### config.mk
export PLATFORM = sky130hd
export DESIGN_NAME = stake_bracket_weight_select_unit
export DESIGN_NICKNAME = d
export VERILOG_FILES = /design/src/rtl/sbws_pkg.sv /design/src/rtl/sbws_mac.sv /design/src/rtl/stake_bracket_weight_select_unit.sv
export SDC_FILE = /design/constraint.sdc
export NUM_CORES = 2
export LEC_CHECK = 0
export BUFFER_PORTS_ARGS = -buffer_cell sky130_fd_sc_hd__buf_2
export CAP_MARGIN = 5
export CORE_AREA = 2 2 381 383
export CTS_BUF_LIST = sky130_fd_sc_hd__clkbuf_4 sky130_fd_sc_hd__clkbuf_8 sky130_fd_sc_hd__clkbuf_16
export DETAILED_ROUTE_END_ITERATION = 16
export DIE_AREA = 0 0 383 385
export MAX_ROUTING_LAYER = met4
export PLACE_DENSITY = 0.6
export SKIP_LAST_GASP = 1
export SYNTH_ARGS = -nofsm -noshare
export SYNTH_HDL_FRONTEND = slang
export SYNTH_SLANG_ARGS = --single-unit
### constraint.sdc
create_clock -name clk -period 12.05 [get_ports clk]
set_input_delay 1.8075 -clock clk [delete_from_list [all_inputs] [get_ports clk]]
set_output_delay 1.8075 -clock clk [all_outputs]
set_load 0.01 [all_outputs]
### src/rtl/sbws_pkg.sv
package sbws_pkg;

  localparam int NUM_BRACKETS_DEF = 13;
  localparam int VALUE_W  = 63;
  localparam int WORD_W   = 64;
  localparam int WIDE_W   = 4 * WORD_W;
  localparam int BRK_W    = 4;
  localparam int BMIN_W   = 61;
  localparam int WEIGHT_W = 49;
  localparam int DIGIT_W  = 16;
  localparam int NUM_DIGITS = WIDE_W / DIGIT_W;
  localparam int CNT_W    = $clog2(NUM_DIGITS);
  localparam int ACC_W    = DIGIT_W + WEIGHT_W;
  localparam logic [VALUE_W-1:0] MIN_ELIGIBLE = VALUE_W'(16);

  typedef struct packed {
    logic en;
    logic first;
  } mac_ctl_t;

  typedef struct packed {
    logic ovf;
    logic ge;
  } mac_stat_t;

  function automatic logic [WEIGHT_W-1:0] weight(input logic [BRK_W-1:0] b);
    logic [WEIGHT_W-1:0] w;
    case (b)
      4'd0:    w = WEIGHT_W'(0);
      4'd1:    w = WEIGHT_W'(64'd17);
      4'd2:    w = WEIGHT_W'(64'd257);
      4'd3:    w = WEIGHT_W'(64'd4097);
      4'd4:    w = WEIGHT_W'(64'd65537);
      4'd5:    w = WEIGHT_W'(64'd1048577);
      4'd6:    w = WEIGHT_W'(64'd16777217);
      4'd7:    w = WEIGHT_W'(64'd268435457);
      4'd8:    w = WEIGHT_W'(64'd4080218932);
      4'd9:    w = WEIGHT_W'(64'd62534723830);
      4'd10:   w = WEIGHT_W'(64'd780653255721);
      4'd11:   w = WEIGHT_W'(64'd8796093022208);
      4'd12:   w = WEIGHT_W'(64'd84442493013197);
      default: w = WEIGHT_W'(64'd450359962737049);
    endcase
    return w;
  endfunction

endpackage

### src/rtl/sbws_mac.sv
module sbws_mac (
  input  logic                             clk,
  input  sbws_pkg::mac_ctl_t               ctl,
  input  logic [sbws_pkg::DIGIT_W-1:0]     tgt_digit,
  input  logic [sbws_pkg::DIGIT_W-1:0]     prf_digit,
  input  logic [sbws_pkg::WEIGHT_W-1:0]    wgt,
  output sbws_pkg::mac_stat_t              stat
);

  logic [sbws_pkg::WEIGHT_W-1:0] carry_r;
  logic                          ge_r;
  logic [sbws_pkg::WEIGHT_W-1:0] cin;
  logic [sbws_pkg::ACC_W-1:0]    acc;
  logic [sbws_pkg::DIGIT_W-1:0]  pdig;
  logic                          ge_prev;
  logic                          ge_nxt;

  assign cin     = ctl.first ? '0 : carry_r;
  assign acc     = sbws_pkg::ACC_W'(tgt_digit) * sbws_pkg::ACC_W'(wgt)
                 + sbws_pkg::ACC_W'(cin);
  assign pdig    = acc[sbws_pkg::DIGIT_W-1:0];
  assign ge_prev = ctl.first ? 1'b1 : ge_r;
  // higher digits decide, so a differing digit overrides what came below
  assign ge_nxt  = (pdig != prf_digit) ? (prf_digit > pdig) : ge_prev;

  assign stat.ge  = ge_nxt;
  assign stat.ovf = |acc[sbws_pkg::ACC_W-1:sbws_pkg::DIGIT_W];

  always_ff @(posedge clk) begin
    if (ctl.en) begin
      carry_r <= acc[sbws_pkg::ACC_W-1:sbws_pkg::DIGIT_W];
      ge_r    <= ge_nxt;
    end
  end

endmodule

### src/rtl/stake_bracket_weight_select_unit.sv
// Ineligible values and clamped bracket <= 1 go straight from accept to the result;
// otherwise k brackets are scanned first, k = 1 .. NUM_BRACKETS-1, from the top down.
// Items are taken one at a time; the 16x49 multiplier takes one 16-bit digit
// of the 256-bit target per cycle, so each scanned bracket is a full pass of the digits.
// A new item is taken while the previous result waits in the output register.
// Reset (rst_n low, synchronous) empties the block; no item or result survives.
module stake_bracket_weight_select_unit #(
  parameter int NUM_BRACKETS = sbws_pkg::NUM_BRACKETS_DEF
) (
  input  logic                            clk,
  input  logic                            rst_n,
  input  logic                            in_valid,
  output logic                            in_stall,
  input  logic [sbws_pkg::VALUE_W-1:0]    in_coin_value,
  input  logic [sbws_pkg::WORD_W-1:0]     in_target_w0,
  input  logic [sbws_pkg::WORD_W-1:0]     in_target_w1,
  input  logic [sbws_pkg::WORD_W-1:0]     in_target_w2,
  input  logic [sbws_pkg::WORD_W-1:0]     in_target_w3,
  input  logic [sbws_pkg::WORD_W-1:0]     in_proof_w0,
  input  logic [sbws_pkg::WORD_W-1:0]     in_proof_w1,
  input  logic [sbws_pkg::WORD_W-1:0]     in_proof_w2,
  input  logic [sbws_pkg::WORD_W-1:0]     in_proof_w3,
  output logic                            out_valid,
  input  logic                            out_stall,
  output logic                            out_eligible,
  output logic [sbws_pkg::BRK_W-1:0]      out_bracket_index,
  output logic [sbws_pkg::BMIN_W-1:0]     out_bracket_minimum,
  output logic [sbws_pkg::WEIGHT_W-1:0]   out_table_weight,
  output logic [sbws_pkg::WEIGHT_W-1:0]   out_found_weight
);

  typedef enum logic [1:0] {S_IDLE, S_SCAN, S_DONE} state_t;

  localparam int NIBS = sbws_pkg::WORD_W / 4;

  state_t                         state_r;
  logic                           out_valid_r;
  logic                           elig_r;
  logic [sbws_pkg::BRK_W-1:0]     brk_r;
  logic [sbws_pkg::BMIN_W-1:0]    bmin_r;
  logic [sbws_pkg::WEIGHT_W-1:0]  tw_r;
  logic [sbws_pkg::WEIGHT_W-1:0]  found_r;
  logic [sbws_pkg::BRK_W-1:0]     b_r;
  logic [sbws_pkg::CNT_W-1:0]     cnt_r;
  logic [sbws_pkg::WIDE_W-1:0]    tgt_r;
  logic [sbws_pkg::WIDE_W-1:0]    prf_r;
  logic                           out_elig_r;
  logic [sbws_pkg::BRK_W-1:0]     out_brk_r;
  logic [sbws_pkg::BMIN_W-1:0]    out_bmin_r;
  logic [sbws_pkg::WEIGHT_W-1:0]  out_tw_r;
  logic [sbws_pkg::WEIGHT_W-1:0]  out_found_r;

  logic                           in_fire;
  logic                           elig;
  logic [sbws_pkg::VALUE_W-1:0]   vm1;
  logic [sbws_pkg::WORD_W-1:0]    vm1_ext;
  logic [sbws_pkg::BRK_W-1:0]     top_nib;
  logic [sbws_pkg::BRK_W-1:0]     brk;
  logic [sbws_pkg::BRK_W-1:0]     clamp;
  logic                           last_digit;
  sbws_pkg::mac_ctl_t             mac_ctl;
  sbws_pkg::mac_stat_t            mac_stat;

  assign in_stall = (state_r != S_IDLE);
  assign in_fire  = in_valid && !in_stall;

  assign elig    = in_coin_value > sbws_pkg::MIN_ELIGIBLE;
  assign vm1     = in_coin_value - sbws_pkg::VALUE_W'(1);
  assign vm1_ext = sbws_pkg::WORD_W'(vm1);

  always_comb begin
    top_nib = '0;
    for (int k = 0; k < NIBS; k++) begin
      if (|vm1_ext[4*k +: 4]) top_nib = sbws_pkg::BRK_W'(k);
    end
  end

  // bracket is the index of the nibble that holds the leading one
  assign brk   = top_nib;
  assign clamp = (brk > sbws_pkg::BRK_W'(NUM_BRACKETS)) ? sbws_pkg::BRK_W'(NUM_BRACKETS) : brk;

  assign last_digit    = (cnt_r == sbws_pkg::CNT_W'(sbws_pkg::NUM_DIGITS - 1));
  assign mac_ctl.en    = (state_r == S_SCAN);
  assign mac_ctl.first = (cnt_r == '0);

  sbws_mac u_mac (
    .clk       (clk),
    .ctl       (mac_ctl),
    .tgt_digit (tgt_r[sbws_pkg::DIGIT_W-1:0]),
    .prf_digit (prf_r[sbws_pkg::DIGIT_W-1:0]),
    .wgt       (sbws_pkg::weight(b_r)),
    .stat      (mac_stat)
  );

  always_ff @(posedge clk) begin
    if (!rst_n) begin
      state_r     <= S_IDLE;
      out_valid_r <= 1'b0;
    end else begin
      if (out_valid_r && !out_stall && state_r != S_DONE) out_valid_r <= 1'b0;
      case (state_r)
        S_IDLE: begin
          if (in_fire) begin
            tgt_r  <= {in_target_w3, in_target_w2, in_target_w1, in_target_w0};
            prf_r  <= {in_proof_w3, in_proof_w2, in_proof_w1, in_proof_w0};
            cnt_r  <= '0;
            b_r    <= clamp - sbws_pkg::BRK_W'(1);
            elig_r <= elig;
            if (!elig) begin
              brk_r   <= '0;
              bmin_r  <= '0;
              tw_r    <= '0;
              found_r <= '0;
              state_r <= S_DONE;
            end else begin
              brk_r  <= brk;
              bmin_r <= (sbws_pkg::BMIN_W'(1) << {brk, 2'b00}) + sbws_pkg::BMIN_W'(1);
              tw_r   <= sbws_pkg::weight(clamp);
              if (clamp <= sbws_pkg::BRK_W'(1)) begin
                found_r <= sbws_pkg::weight(sbws_pkg::BRK_W'(1));
                state_r <= S_DONE;
              end else begin
                state_r <= S_SCAN;
              end
            end
          end
        end
        S_SCAN: begin
          // rotate one digit so the words line up again after a full pass
          tgt_r <= {tgt_r[sbws_pkg::DIGIT_W-1:0], tgt_r[sbws_pkg::WIDE_W-1:sbws_pkg::DIGIT_W]};
          prf_r <= {prf_r[sbws_pkg::DIGIT_W-1:0], prf_r[sbws_pkg::WIDE_W-1:sbws_pkg::DIGIT_W]};
          cnt_r <= cnt_r + sbws_pkg::CNT_W'(1);
          if (last_digit) begin
            if (!mac_stat.ovf && mac_stat.ge) begin
              found_r <= sbws_pkg::weight(b_r + sbws_pkg::BRK_W'(1));
              state_r <= S_DONE;
            end else if (b_r == sbws_pkg::BRK_W'(1)) begin
              found_r <= sbws_pkg::weight(sbws_pkg::BRK_W'(1));
              state_r <= S_DONE;
            end else begin
              b_r <= b_r - sbws_pkg::BRK_W'(1);
            end
          end
        end
        S_DONE: begin
          if (!out_valid_r || !out_stall) begin
            out_valid_r <= 1'b1;
            out_elig_r  <= elig_r;
            out_brk_r   <= brk_r;
            out_bmin_r  <= bmin_r;
            out_tw_r    <= tw_r;
            out_found_r <= found_r;
            state_r     <= S_IDLE;
          end
        end
        default: state_r <= S_IDLE;
      endcase
    end
  end

  assign out_valid           = out_valid_r;
  assign out_eligible        = out_elig_r;
  assign out_bracket_index   = out_brk_r;
  assign out_bracket_minimum = out_bmin_r;
  assign out_table_weight    = out_tw_r;
  assign out_found_weight    = out_found_r;

endmodule

==> run_results.csv <==
group,metric,value,unit
status,status,"complete, no violations",
drt,wl,201000,um
clock_network,root_buffer,"clkbuf_16",
synth,synth_area,56900,um2
final_layout,syn_to_final_growth,14.3,%
global_route,track_usage,28.2,%
synth,syn_avg_cell_area,9.80,um2
setup_path,slowest_delay,870,ps
floorplanning,die_area,147000,um2
clock_network,clk_latency,730,ps
setup_path,startpoint,"u_mac.wgt[39]$_SDFF_PN0_",
floorplanning,start_util,39.8,%
hold_path,min_from,"bmin_r[4]$_SDFFCE_PP0P_",
floorplanning,pin_count,745,
drt,vias,42800,
synth,synth_seq_cells,757,
floorplanning,die_h,385,um
synth,netlist_instances,5808,
timing,tightest_slew,1180,ps
floorplanning,rows,139,
clock_network,cts_setup_buffers,0,
drt,ant_nets,0,
timing,fin_crit,11160,ps
setup_path,critPathMostFrequentCell,"fa_1",
drt,first_pass_iters,6,
timing,tns,0,ps
timing,slew_headroom,20.6,%
drt,drt_iter0_drc,4194,
drt,vias_per_cell,5.08,
clock_network,cts_sinks,757,
final_layout,final_common_cell,"nand2_1",
synth,ys_warn_count,0,
synth,synthFlopType,"edfxtp_1",
setup_path,rrSetupSlack,890,ps
setup_path,critPathCaptureType,"flip-flop",
global_route,grt_pass1_wl,293000,um
synth,synth.distinct_cells,88,
final_layout,layout.nets,7824,
clock_network,cts_tree,"done",
timing,max_freq,89.6,MHz
place,routabilityCongestion,1.02,
place,port_buffers,696,
clock_network,path_clk_slew,80,ps
final_layout,nFillCells,13800,
clock_network,cts_hold_buf,0,
timing,rsz0062_at_grt,"false",
drt,wire_per_inst,23.9,um
timing,fin_skew,63.5,ps
final_layout,drive_above_1_share,14.8,%
global_route,grt_overflow_total,0,
setup_path,path_delay_family,"adder cells",
synth,yosysSeqAreaShare,39.4,%
place,hpwlAfterDp,163000,um
timing,hold_viol_final,0,
clock_network,cts_resized,0,
setup_path,required,12660,ps
setup_path,r2r_start,"u_mac.wgt[39]$_SDFF_PN0_",
floorplanning,coreArea,143000,um2
drt,drc_errors,0,
synth,synth_edf_count,726,
timing,period_share,92.6,%
timing,drv_slew,0,
clock_network,cts_max_level,3,
timing,finalSetupViolCount,0,
global_route,first_global_vias,43800,
setup_path,critPathMaxFanout,12,
global_route,grt_max_degree,192,
setup_path,path_buf_inv,4,
clock_network,cts_buffers,88,
final_layout,final_cell_mix,"nand2_1, inv_1, edfxtp_1",
setup_path,critPathKind,"reg2reg",
setup_path,critPathArrivalTime,11760,ps
setup_path,cp-start-kind,"flip-flop",
synth,synthArstFlopShare,0,%
job,cap_violations,0,
hold_path,hold_path_class,"reg2reg",
clock_network,clockBufferDepth,3,
floorplanning,die_width,383,um
global_route,antenna_found_initial,75,
setup_path,slowest_stage,"dfxtp_1",
worst paths after layout:
check / end / cells past startpoint
hold / removal: out_bracket_minimum[4]$_DFFE_PP_ / 0
setup / recovery: u_mac.wgt[4]$_DFF_P_ / 36
hold reg to reg: out_bracket_minimum[4]$_DFFE_PP_ / 0
setup reg to reg: u_mac.wgt[4]$_DFF_P_ / 36
flip-flops by register name, indices dropped and copies added (netlist names):
name	flops
u_mac.carry_r	49
cnt_r	4
out_found_weight	28
brk_r	4
bmin_r	17
out_table_weight	28
out_eligible	1
u_mac.ge_r	1
u_mac.wgt	28
elig_r	1
prf_r	256
out_valid	1
tgt_r	256
out_bracket_minimum	17
b_r	4
out_bracket_index	4
tw_r	28
state_r	2
found_r	28
cell families (layout without fill, tap and decap cells):
group	after synthesis	count (layout)	share of synthesized area, %
buf+inv	1208	1795	8.63
mux	14	14	0.251
xor+xnor	78	78	1.20
simple gates	2483	2483	18.3
fa+ha+maj	870	870	27.8
compound gates	397	397	4.46
flops	757	757	39.4
other cells	1	120	0.00659
synth_stat cells (5+ instances only):
| cell type | number | area share [%] |
|---|---|---|
| buf_2 | 23 | 0.20 |
| nor4_1 | 27 | 0.30 |
| a211oi_1 | 15 | 0.20 |
| o21ai_1 | 13 | 0.11 |
| nand2_1 | 1965 | 13 |
| and3_1 | 11 | 0.12 |
| clkbuf_1 | 223 | 1.5 |
| xor2_1 | 36 | 0.55 |
| fa_1 | 658 | 23 |
| mux2i_1 | 12 | 0.21 |
| inv_1 | 866 | 5.7 |
| a31oi_1 | 23 | 0.25 |
| nand3_1 | 19 | 0.17 |
| o21ai_0 | 76 | 0.67 |
| xnor2_1 | 42 | 0.65 |
| o211ai_1 | 14 | 0.18 |
| and2_1 | 202 | 2.2 |
| o31ai_1 | 5 | 0.066 |
| edfxtp_1 | 726 | 38 |
| or2_2 | 8 | 0.088 |
| or3_1 | 16 | 0.18 |
| o21a_1 | 19 | 0.25 |
| ha_1 | 212 | 4.7 |
| a21oi_2 | 5 | 0.077 |
| o21bai_1 | 16 | 0.21 |
| a21oi_1 | 129 | 1.1 |
| dfxtp_1 | 31 | 1.1 |
| buf_4 | 87 | 1.1 |
| nor2_1 | 99 | 0.65 |
| nand2b_1 | 17 | 0.19 |
| nand4_1 | 35 | 0.38 |
| nor3_1 | 43 | 0.38 |
| and4_1 | 5 | 0.077 |
| a21o_1 | 25 | 0.33 |
layer usage:
layer	global-route usage, %	wire (um)	part of all wire, %	vias to the layer above
li1	-	-	-	19400
met1	36.0	81900	41	21400
met2	44.6	96400	48	1701
met3	5.44	15300	7.6	317
met4	10.5	7600	3.8	0
met5	-	0	0	-
per-stage QoR:
stage	cells	setup slack [ps]	area (um2)	utilization (%)	hold WS (ps)
global route	8407	336	65000	45.4	410
CTS	8346	889	64900	45.3	410
global placement	8188	1060	61900	43.3	401
finish	8417	892	65100	45.5	406
detailed placement	8188	926	61900	43.3	405
floorplan	5856	1670	57100	-	400
cell type report:
type	instances	area (um2)	area share, %
multi-input combinational	3891	29800	45.8
sequential	757	22400	34.5
clock inverter	55	603	0.927
timing repair buffer	769	4080	6.27
clock buffer	103	2350	3.61
antenna	71	178	0.273
inverter	868	3270	5.02
tap	1903	2380	3.66
Power is left out: the tool's default activity adds up to more than one toggle a clock period on the data nets, which glitch-free logic cannot reach.
